==> src/rtl/core/lcdnw_pkg.sv <==
// Shared types, codes and the init command table for the LCD nibble write sequencer.
package lcdnw_pkg;

	// request codes
	localparam logic [2:0] OP_INIT  = 3'd0;
	localparam logic [2:0] OP_CMD   = 3'd1;
	localparam logic [2:0] OP_DATA  = 3'd2;
	localparam logic [2:0] OP_GOTO  = 3'd3;
	localparam logic [2:0] OP_CLEAR = 3'd4;

	// result status codes
	localparam logic [1:0] STAT_PIN      = 2'd0;
	localparam logic [1:0] STAT_REFUSED  = 2'd1;
	localparam logic [1:0] STAT_INIT_DONE = 2'd2;

	// queue entry kinds
	localparam logic [1:0] KIND_BYTE   = 2'd0;
	localparam logic [1:0] KIND_INIT   = 2'd1;
	localparam logic [1:0] KIND_STATUS = 2'd2;

	localparam logic [7:0] GOTO_BASE  = 8'h80;
	localparam logic [7:0] ROW_STRIDE = 8'h40;
	localparam logic [7:0] CMD_CLEAR  = 8'h01;

	localparam int FIXED_INIT_LEN = 5;
	localparam int IDX_W          = $clog2(FIXED_INIT_LEN);

	// six pin events per byte
	localparam logic [2:0] STEP_LAST = 3'd5;

	typedef struct packed {
		logic [2:0] operation;
		logic [7:0] byte_value;
		logic       row;
		logic [5:0] column;
	} req_t;

	typedef struct packed {
		logic       reg_select;
		logic       read_write;
		logic       enable;
		logic [3:0] data_nibble;
		logic [1:0] status;
		logic       last;
	} ev_t;

	typedef struct packed {
		logic [1:0] kind;
		logic       rs;
		logic [7:0] byte_val;
		logic [1:0] status;
	} entry_t;

	function automatic logic [7:0] init_byte(input logic [IDX_W-1:0] idx);
		logic [7:0] b;
		case (idx)
			IDX_W'(0): b = 8'h02;  // cursor home
			IDX_W'(1): b = 8'h28;  // 4-bit, 2 lines
			IDX_W'(2): b = 8'h0E;  // display on, cursor on
			IDX_W'(3): b = 8'h06;  // entry mode increment
			IDX_W'(4): b = 8'h01;  // clear
			default:   b = 8'h00;
		endcase
		return b;
	endfunction

endpackage

==> src/rtl/core/lcdnw_front.sv <==
// Request classifier: tracks the initialised flag and turns requests into queue entries.
module lcdnw_front import lcdnw_pkg::*; (
	input  logic   clk,
	input  logic   arst_n,
	input  logic   req_valid,
	output logic   req_ready,
	input  req_t   req,
	output logic   push,
	output entry_t push_entry,
	input  logic   q_ready
);

	logic init_f_q;
	logic accept;
	logic keep;

	assign req_ready = q_ready;
	assign accept    = req_valid && req_ready;
	assign push      = accept && keep;

	always_comb begin
		keep       = 1'b1;
		push_entry = '{kind: KIND_BYTE, rs: 1'b0, byte_val: req.byte_value, status: STAT_PIN};
		unique case (req.operation)
			OP_INIT: begin
				if (init_f_q) begin
					push_entry.kind   = KIND_STATUS;
					push_entry.status = STAT_INIT_DONE;
				end else begin
					push_entry.kind = KIND_INIT;
				end
			end
			OP_CMD: begin
			end
			OP_DATA: begin
				push_entry.rs = 1'b1;
				if (!init_f_q) begin
					push_entry.kind   = KIND_STATUS;
					push_entry.status = STAT_REFUSED;
				end
			end
			OP_GOTO: begin
				push_entry.byte_val = GOTO_BASE | (8'(req.column) + (req.row ? ROW_STRIDE : 8'h00));
				if (!init_f_q) begin
					push_entry.kind   = KIND_STATUS;
					push_entry.status = STAT_REFUSED;
				end
			end
			OP_CLEAR: begin
				push_entry.byte_val = CMD_CLEAR;
			end
			default: begin
				keep = 1'b0;
			end
		endcase
	end

	always_ff @(posedge clk or negedge arst_n) begin
		if (!arst_n) begin
			init_f_q <= 1'b0;
		end else if (accept && req.operation == OP_INIT) begin
			init_f_q <= 1'b1;
		end
	end

	a_init_sticky: assert property (@(posedge clk) disable iff (!arst_n)
		init_f_q |=> init_f_q)
		else $error("initialised flag dropped");

endmodule

==> src/rtl/core/lcdnw_queue.sv <==
// Two-entry queue between the classifier and the pin sequencer.
module lcdnw_queue import lcdnw_pkg::*; (
	input  logic   clk,
	input  logic   arst_n,
	input  logic   push,
	input  entry_t push_entry,
	output logic   q_ready,
	input  logic   pop,
	output logic   head_valid,
	output entry_t head
);

	entry_t     mem [2];
	logic       wr_ptr_q;
	logic       rd_ptr_q;
	logic [1:0] count_q;

	assign q_ready    = count_q != 2'd2;
	assign head_valid = count_q != 2'd0;
	assign head       = mem[rd_ptr_q];

	always_ff @(posedge clk) begin
		if (push) begin
			mem[wr_ptr_q] <= push_entry;
		end
	end

	always_ff @(posedge clk or negedge arst_n) begin
		if (!arst_n) begin
			wr_ptr_q <= 1'b0;
			rd_ptr_q <= 1'b0;
			count_q  <= 2'd0;
		end else begin
			if (push) wr_ptr_q <= ~wr_ptr_q;
			if (pop)  rd_ptr_q <= ~rd_ptr_q;
			count_q <= count_q + 2'(push) - 2'(pop);
		end
	end

	a_no_overflow: assert property (@(posedge clk) disable iff (!arst_n)
		push |-> q_ready)
		else $error("push into full queue");

	a_no_underflow: assert property (@(posedge clk) disable iff (!arst_n)
		pop |-> head_valid)
		else $error("pop from empty queue");

endmodule

==> src/rtl/core/lcdnw_back.sv <==
// Pin sequencer: plays queue entries out as pin events through an output register.
module lcdnw_back import lcdnw_pkg::*; #(
	parameter int INIT_LEN = 5
) (
	input  logic   clk,
	input  logic   arst_n,
	input  logic   head_valid,
	input  entry_t head,
	output logic   pop,
	output logic   ev_valid,
	input  logic   ev_ready,
	output ev_t    ev
);

	logic [2:0]       step_q;
	logic [IDX_W-1:0] idx_q;
	logic             pin_rs_q;
	logic             pin_en_q;
	logic [3:0]       pin_data_q;
	logic             out_valid_q;
	ev_t              out_q;

	logic       adv;
	logic       final_step;
	logic       done;
	logic [7:0] cur_byte;
	logic [3:0] nib;
	logic       nx_en;
	logic [3:0] nx_data;

	assign adv        = head_valid && (!out_valid_q || ev_ready);
	assign final_step = step_q == STEP_LAST;
	assign done       = (head.kind == KIND_STATUS) ||
	                    (final_step && (head.kind != KIND_INIT ||
	                                    idx_q == IDX_W'(INIT_LEN - 1)));
	assign pop        = adv && done;
	assign cur_byte   = (head.kind == KIND_INIT) ? init_byte(idx_q) : head.byte_val;
	assign nib        = (step_q < 3'd3) ? cur_byte[7:4] : cur_byte[3:0];

	always_comb begin
		nx_en   = 1'b0;
		nx_data = pin_data_q;
		case (step_q) inside
			3'd0, 3'd3: nx_data = nib;
			3'd1, 3'd4: nx_en   = 1'b1;
			default:    nx_en   = 1'b0;
		endcase
	end

	always_ff @(posedge clk or negedge arst_n) begin
		if (!arst_n) begin
			step_q      <= 3'd0;
			idx_q       <= '0;
			pin_rs_q    <= 1'b0;
			pin_en_q    <= 1'b0;
			pin_data_q  <= 4'h0;
			out_valid_q <= 1'b0;
		end else begin
			if (adv) begin
				out_valid_q <= 1'b1;
			end else if (ev_ready) begin
				out_valid_q <= 1'b0;
			end
			if (adv && head.kind != KIND_STATUS) begin
				pin_rs_q   <= head.rs;
				pin_en_q   <= nx_en;
				pin_data_q <= nx_data;
				step_q     <= final_step ? 3'd0 : step_q + 3'd1;
				if (final_step) begin
					idx_q <= done ? '0 : idx_q + IDX_W'(1);
				end
			end
		end
	end

	always_ff @(posedge clk) begin
		if (adv) begin
			out_q.read_write <= 1'b0;
			out_q.last       <= done;
			if (head.kind == KIND_STATUS) begin
				out_q.reg_select  <= pin_rs_q;
				out_q.enable      <= pin_en_q;
				out_q.data_nibble <= pin_data_q;
				out_q.status      <= head.status;
			end else begin
				out_q.reg_select  <= head.rs;
				out_q.enable      <= nx_en;
				out_q.data_nibble <= nx_data;
				out_q.status      <= STAT_PIN;
			end
		end
	end

	assign ev_valid = out_valid_q;
	assign ev       = out_q;

	a_status_last: assert property (@(posedge clk) disable iff (!arst_n)
		out_valid_q && out_q.status != STAT_PIN |-> out_q.last)
		else $error("status result not marked last");

	a_en_low_at_end: assert property (@(posedge clk) disable iff (!arst_n)
		out_valid_q && out_q.last |-> !out_q.enable)
		else $error("request ended with EN high");

	a_step_range: assert property (@(posedge clk) disable iff (!arst_n)
		step_q <= STEP_LAST)
		else $error("pin step out of range");

endmodule

==> src/rtl/core/char_lcd_nibble_write_sequencer.sv <==
// Top level of the character LCD 4-bit write sequencer.
// Each accepted request becomes a stream of pin events for a character LCD on a
// 4-bit bus, one result transfer per event; the block keeps RS, EN and D7..D4 as
// they stand after the last event. A byte goes out as six events (high nibble
// placed, EN up, EN down, then the low nibble the same way), so a raw command,
// data, goto or clear request takes six events, init takes six per
// command (INIT_COMMANDS, taken between one and five, so thirty by default), a
// refused or repeated-init request takes one, and operations five to seven give
// nothing. The output side sets the rate: the sequencer issues at most one
// event per cycle into its output register, while the classifier keeps taking
// requests into a two-entry queue, so req_ready drops only when that queue is full.
module char_lcd_nibble_write_sequencer import lcdnw_pkg::*; #(
	parameter int INIT_COMMANDS = 5
) (
	input  logic clk,
	input  logic arst_n,
	input  logic req_valid,
	output logic req_ready,
	input  req_t req,
	output logic ev_valid,
	input  logic ev_ready,
	output ev_t  ev
);

	// commands actually sent by init: at least one, at most the table length
	localparam int INIT_LEN = (INIT_COMMANDS < 1) ? 1 :
	                          (INIT_COMMANDS > FIXED_INIT_LEN) ? FIXED_INIT_LEN :
	                          INIT_COMMANDS;

	logic   push;
	entry_t push_entry;
	logic   q_ready;
	logic   pop;
	logic   head_valid;
	entry_t head;

	// front: classify, refuse or drop; owns the initialised flag
	lcdnw_front u_front (
		.clk        (clk),
		.arst_n     (arst_n),
		.req_valid  (req_valid),
		.req_ready  (req_ready),
		.req        (req),
		.push       (push),
		.push_entry (push_entry),
		.q_ready    (q_ready)
	);

	// decoupling queue
	lcdnw_queue u_queue (
		.clk        (clk),
		.arst_n     (arst_n),
		.push       (push),
		.push_entry (push_entry),
		.q_ready    (q_ready),
		.pop        (pop),
		.head_valid (head_valid),
		.head       (head)
	);

	// back: nibble/strobe sequencing, pin state, output register
	lcdnw_back #(
		.INIT_LEN (INIT_LEN)
	) u_back (
		.clk        (clk),
		.arst_n     (arst_n),
		.head_valid (head_valid),
		.head       (head),
		.pop        (pop),
		.ev_valid   (ev_valid),
		.ev_ready   (ev_ready),
		.ev         (ev)
	);

endmodule
==> config.mk <==
export PLATFORM = sky130hd
export DESIGN_NAME = char_lcd_nibble_write_sequencer
export DESIGN_NICKNAME = d
export VERILOG_FILES = /design/src/rtl/core/lcdnw_pkg.sv /design/src/rtl/core/lcdnw_front.sv /design/src/rtl/core/lcdnw_queue.sv /design/src/rtl/core/lcdnw_back.sv /design/src/rtl/core/char_lcd_nibble_write_sequencer.sv
export SDC_FILE = /design/constraint.sdc
export NUM_CORES = 1
export LEC_CHECK = 0
export BUFFER_PORTS_ARGS = -buffer_cell sky130_fd_sc_hd__buf_4
export CAP_MARGIN = 20
export CORE_MARGIN = 4
export CORE_UTILIZATION = 52
export CTS_CLUSTER_SIZE = 28
export DETAILED_ROUTE_END_ITERATION = 10
export PLACE_DENSITY = 0.83
export SLEW_MARGIN = 20
export SYNTH_ARGS = -nofsm -noshare
export SYNTH_HDL_FRONTEND = slang
export SYNTH_SLANG_ARGS = --single-unit
==> constraint.sdc <==
create_clock -name clk -period 2 [get_ports clk]
set_input_delay 0.3 -clock clk [delete_from_list [all_inputs] [get_ports clk]]
set_output_delay 0.3 -clock clk [all_outputs]
set_load 0.01 [all_outputs]
# Word level (Yosys, flattened, before mapping)
# Memories as Yosys holds them, arrays and structs flattened.
# Index checks and enable logic that the tools add are counted.
# Widths: inputs -> output; s select.
[word_totals] regBits=27 ram_bits=26 in_bits=22 output_inout_bits=12 wordCells=86 mem_count=1
[classes] add_sub_neg=5 magnitude_cmp=1 n_eq_ne=17 n_mux=24 bitwise=2 n_reduce_logical=21
[memory_table] name="u_queue.mem" words=2 width=13 rd=1 rd_ports_with_merged_regs=0 write_ports=1 line_no="lcdnw_queue.sv:13" source="entry_t mem [2];"
[op_table] op="$pmux 6 s5" n=1
[op_table] op="$pmux 8 s2" n=1
[op_table] op="$eq 3x2->1 const B" n=5
[op_table] op="$mux 7" n=2
[op_table] op="$eq 3x3->1 const B" n=4
[op_table] op="$mux 1" n=10
[op_table] op="$eq 3x1->1 const B" n=3
[op_table] op="$logic_not 3->1" n=3
[op_table] op="$mux 4" n=2
[op_table] op="$mux 8" n=1
[op_table] op="$pmux 2 s2" n=2
[op_table] op="$add 6x7->7" n=1
[op_table] op="$logic_and 1x1->1" n=7
[op_table] op="$add 3x1->3 const B" n=2
[op_table] op="$mux 2" n=3
[op_table] op="$mux 3" n=2
[op_table] op="$reduce_or 2->1" n=3
[op_table] op="$reduce_or 5->1" n=1
[op_table] op="$ne 2x2->1 const B" n=2
[op_table] op="$reduce_bool 2->1" n=2
[op_table] op="$logic_or 1x1->1" n=3
[op_table] op="$lt 3x2->1 const B" n=1
[op_table] op="$add 2x1->2" n=1
[op_table] op="$eq 2x1->1 const B" n=1
[op_table] op="6 further kinds" n=7

# Longest topological paths before layout
# An unclocked memory read counts as a cell.
[logic_depth] ltp_word=7 depth_mapped=10 ltp_nobuf=10

# By module
# Synthesis repeated with hierarchy kept, for this count alone.
[unflattened] hier_cells=221 hier_area_um2=2675.1
[by_module_without_submodules] module="lcdnw_back" instances=1 cells_each=115 area_per_inst_um2=1217.4 seq_area_each_um2=595.6
[by_module_without_submodules] module="lcdnw_queue" instances=1 cells_each=55 area_per_inst_um2=1137.3 seq_area_each_um2=880.8
[by_module_without_submodules] module="lcdnw_front" instances=1 cells_each=51 area_per_inst_um2=320.3 seq_area_each_um2=25.0

# Worst setup path before layout
# OpenSTA, ideal clock, no wires.
[synth_path] kind="flip-flop to flip-flop" startpoint="register u_queue.count_q[1]" endpoint="register u_queue.count_q[1]" setup_ps=123 arrival_time_ps=1952 required_time_ps=1877 slack_ps=-75 stages_incl_launch_ff=9 n_path_buf=0 synth_period_minus_slack_ps=2075 path_cell_list="dfrtp_1 -> o21ai_1 -> inv_1 -> o31a_1 -> ha_1 -> inv_1 -> ha_1 -> xnor2_1 -> xnor2_1"
[synth_between] word_cells_on_any_way=8 cone_classes="add/sub: 2; eq/ne: 1; reduce/logical: 5"
[synth_lines] item="start: declaration" line_no="lcdnw_queue.sv:16" source="logic [1:0] count_q;"
[synth_lines] item="start signal: assignment" line_no="lcdnw_queue.sv:36" source="count_q <= count_q + 2'(push) - 2'(pop);"
[synth_lines] item="$reduce_bool 2->1" line_no="lcdnw_queue.sv:19" source="assign head_valid = count_q != 2'd0;"
[synth_lines] item="$logic_and 1x1->1" line_no="lcdnw_back.sv:31" source="assign adv = head_valid && (!out_valid_q || ev_ready);"
[synth_lines] item="net u_back.adv" line_no="lcdnw_back.sv:23" source="logic adv;"
[synth_lines] item="$logic_and 1x1->1" line_no="lcdnw_back.sv:36" source="assign pop = adv && done;"
[synth_lines] item="net pop" line_no="char_lcd_nibble_write_sequencer.sv:33" source="logic pop;"
[synth_lines] item="$sub 2x1->2" line_no="lcdnw_queue.sv:36"
# The timed path passes the listed nets, and every way through them passes these cells.
# A chain may end at the register's enable or synchronous reset.

# Final worst setup path
[layout_path] startpoint="memory u_queue.mem[0][12] in the netlist's numbering" endpoint="register u_queue.count_q[1]"
[layout_between] elab_chain_cells=7 word_cells_on_any_way=8 cone_classes="add/sub: 1; eq/ne: 2; reduce/logical: 4; memory: 1"
[layout_lines] item="start: declaration" line_no="lcdnw_queue.sv:13"
[layout_lines] item="$mem_v2 2x13 (*)"
[layout_lines] item="$ne 2x1->1" line_no="lcdnw_back.sv:34" source="(final_step && (head.kind != KIND_INIT ||"
[layout_lines] item="$logic_or 1x1->1" line_no="lcdnw_back.sv:34"
[layout_lines] item="$logic_and 1x1->1" line_no="lcdnw_back.sv:34"
[layout_lines] item="$logic_or 1x1->1 (*)" line_no="lcdnw_back.sv:33" source="assign done = (head.kind == KIND_STATUS) ||"
[layout_lines] item="$logic_and 1x1->1 (*)" line_no="lcdnw_back.sv:36"
[layout_lines] item="net pop" line_no="char_lcd_nibble_write_sequencer.sv:33"
[layout_lines] item="$sub 2x1->2 (*)" line_no="lcdnw_queue.sv:36"
# Mark *: on every way through the listed nets, which the timed path passes. The rest lies on a longest branch.

==> results by group <==
Floorplan
  – Initial core utilization: 0.551
  – Die W: 79.7 um
  – Top Ports: 34
  – Core area: 0.00485 mm^2
  – Die area: 0.00635 mm^2
  – Rows: 25
  – Die Span Y: 79.7 um

Power
  – Lkg Pwr: 1.34 nW
  – PnR Total Power: 4.48 mW
  – PwrDens: 1370 mW/mm^2
  – Worst VDD drop: 0.558 mV

STA
  – Unrepaired setup endpoints after global routing: true
  – Worst Setup Slack, final: 31.5 ps
  – Final Max Slew Viols: 0
  – Total negative slack: 0 ps
  – Max Freq: 508 MHz
  – Final setup violation count: 0
  – Min cycle time layout: 1970 ps
  – Hold WS: 233 ps
  – Fin. Hold Viols: 0
  – Final setup skew: 10.6 ps
  – Final worst-path cycle share: 0.984

Setup path
  – R2R depth: 8
  – Critical Path Source Type: register
  – Critical path origin: u_queue.mem[0][12]$_DFFE_PP_
  – Worst Path Max Fanout: 4
  – Crit end category: register
  – Req. time, crit path: 2230 ps
  – Worst setup endpoint: u_queue.count_q[1]$_DFF_PN0_
  – R2r setup slk: 30 ps
  – Worst flop-to-flop path startpoint: u_queue.mem[0][12]$_DFFE_PP_
  – Reg-to-Reg End: u_queue.count_q[1]$_DFF_PN0_
  – Worst EP arrival: 2190 ps
  – Type of the worst setup path: reg -> reg

Placed design
  – Post-Place Worst Slack: 33.3 ps
  – Dpl cells: 323
  – Port bufs: 32
  – RD Place Congestion: 0.862
  – HPWL Detailed: 3910 um
  – Post-DP Area: 0.00308 mm^2

Global route
  – Global-route wire length before repair: 8540 um
  – GRT Overall Usage: 0.174
  – Vias in the first global route: 1,860
  – Grt total ovfl: 0
  – Largest net degree at the start of global routing: 19
  – Antenna violations before repair: 0

Hold path
  – HP Class: in -> reg
  – Hold Startpoint: req_valid

Drt
  – Drt drc: 0
  – Routed WL: 5200 um
  – Vias per cell: 5.48
  – Drt pass-1 iters: 4
  – Post-route ant nets: 0
  – DR iter-0 viols: 136
  – WL/cell: 15.4 um
  – DR vias: 1,846

Synth
  – Ys Warns: 0
  – Async SR Flop Fraction: 0.340
  – Synth cell types: 52
  – Post-synthesis cell count: 217
  – Post-Syn Area per Cell: 12.3 um^2
  – Synthesized Nets: 246
  – Post-synthesis register bit count: 53
  – Synth Cell Area: 0.00267 mm^2
  – Register area share after synthesis: 0.562
  – Number of synthesized flops with an enable pin: 35
  – Top_reg_cell synth: edfxtp_1

Clocking
  – Clk sinks: 53
  – Clk_lat worst skew: 310 ps
  – Worst-path clk slew: 100 ps
  – Clock root buffer: clkbuf_8
  – TritonCTS clock tree: built
  – CTS max path bufs: 2
  – CTS Buf Count: 5
  – H-tree levels: 2

Layout
  – Most frequent cells in the layout: buf_4 (53), edfxtp_1 (35), dfrtp_1 (17)
  – Commonest non-fill, non-tap cell in the layout: buf_4
  – Area growth syn-to-layout: 22.3%
  – Non-Filler Instances: 337
  – Layout cells sized above 1: 0.363
  – Final Util: 0.674
  – Diode count: 0
  – Nets: 298
  – Final Cell Area: 0.00327 mm^2

Job
  – Max Cap Viol: 0

Status
  – Outcome: completed
[where the power goes]
group	total [mW]	leakage (nW)	internal [mW]	switching, mW
sequential	1.79	0.548	1.59	0.205
combinational	1.98	0.733	0.986	0.993
clock	0.716	0.0558	0.378	0.337
total	4.48	1.34	2.95	1.54
[critical path, cell delays in order (launching register included)]
cell and delay [ps]:
edfxtp_1 480, nor3b_4 230, nor3_1 70, o31a_1 300
ha_1 280, inv_1 40, ha_2 190, xnor2_2 170
xnor2_1 140
[layer usage]
layer  global-route usage  vias to the layer above  part of all wire
met2                0.301                       57              0.51
met4               0.0515                        0            0.0042
met5                    0                        -                 0
li1                     -                      901                 -
met1                0.216                      886              0.43
met3               0.0406                        2             0.055
[Yosys cell counts (all sizes together), types with 2 or more instances]
| library cell | instances | area share |
|---|---|---|
| or3b | 2 | 0.0075 |
| clkbuf | 2 | 0.0028 |
| mux2i | 5 | 0.019 |
| nor2 | 13 | 0.019 |
| ha | 7 | 0.033 |
| a21oi | 9 | 0.018 |
| or2b | 2 | 0.0056 |
| o41ai | 2 | 0.012 |
| inv | 11 | 0.015 |
| or2 | 3 | 0.0070 |
| o21ai | 13 | 0.024 |
| o22ai | 7 | 0.016 |
| nand2b | 3 | 0.0070 |
| buf | 9 | 0.027 |
| nand4 | 4 | 0.0094 |
| o31ai | 4 | 0.011 |
| xnor2 | 4 | 0.013 |
| edfxtp | 35 | 0.39 |
| nand3b | 5 | 0.014 |
| a22o | 2 | 0.0075 |
| nor3 | 5 | 0.0094 |
| mux2 | 9 | 0.038 |
| mux4 | 2 | 0.017 |
| nand2 | 17 | 0.027 |
| nor3b | 2 | 0.0098 |
| xor2 | 2 | 0.0066 |
| and2 | 5 | 0.012 |
| dfrtp | 18 | 0.17 |
[cell type report]
type | count | area (um^2)
inverters | 11 | 41.3
fillers | 347 | 1580
clock inverters | 2 | 38.8
flip-flops and latches | 53 | 1500
repair buffers | 56 | 448
multi-input cells | 142 | 1080
clock buffers | 6 | 72.6
well taps | 67 | 83.8
[worst min-delay path by stage]
stage	cells after the start	to
after floorplan	0	u_back.ev_valid$_DFFE_PN0P_
after global placement	1	u_back.step_q[2]$_DFFE_PN0P_
after detailed placement	1	u_back.step_q[2]$_DFFE_PN0P_
after CTS	2	u_front.init_f_q$_DFFE_PN0P_
after global routing	2	u_front.init_f_q$_DFFE_PN0P_
final	2	u_front.init_f_q$_DFFE_PN0P_
[repair_timing]
item	4_1_cts	5_1_grt
setup buffers	0	5
gates resized for setup	1	9
hold buffers	1	0
setup endpoints to repair	1	4
pin swaps	0	4
hold endpoints to repair	18	0
[cells by family (layout without fill, tap and decap cells)]
kind of cell    count (synthesis)  count (layout)  share of synthesized area
fa+ha+maj                       7               7                     0.0328
buf+inv                        22              75                     0.0454
simple gates                   66              66                      0.140
flops                          53              53                      0.562
other cells                     1               1                    0.00140
compound gates                 46              46                      0.125
xor+xnor                        6               6                     0.0197
mux                            16              16                     0.0735
[flip-flops by register name (all words and copies together) (netlist names)]
register,count
u_queue.wr_ptr_q,1
u_back.step_q,3
u_queue.count_q,2
u_back.ev,9
u_back.pin_en_q,1
u_queue.rd_ptr_q,1
u_front.init_f_q,1
u_back.pin_rs_q,1
u_back.idx_q,3
u_back.pin_data_q,4
u_back.ev_valid,1
u_queue.mem,26
Power figures use the tool's default switching activity.
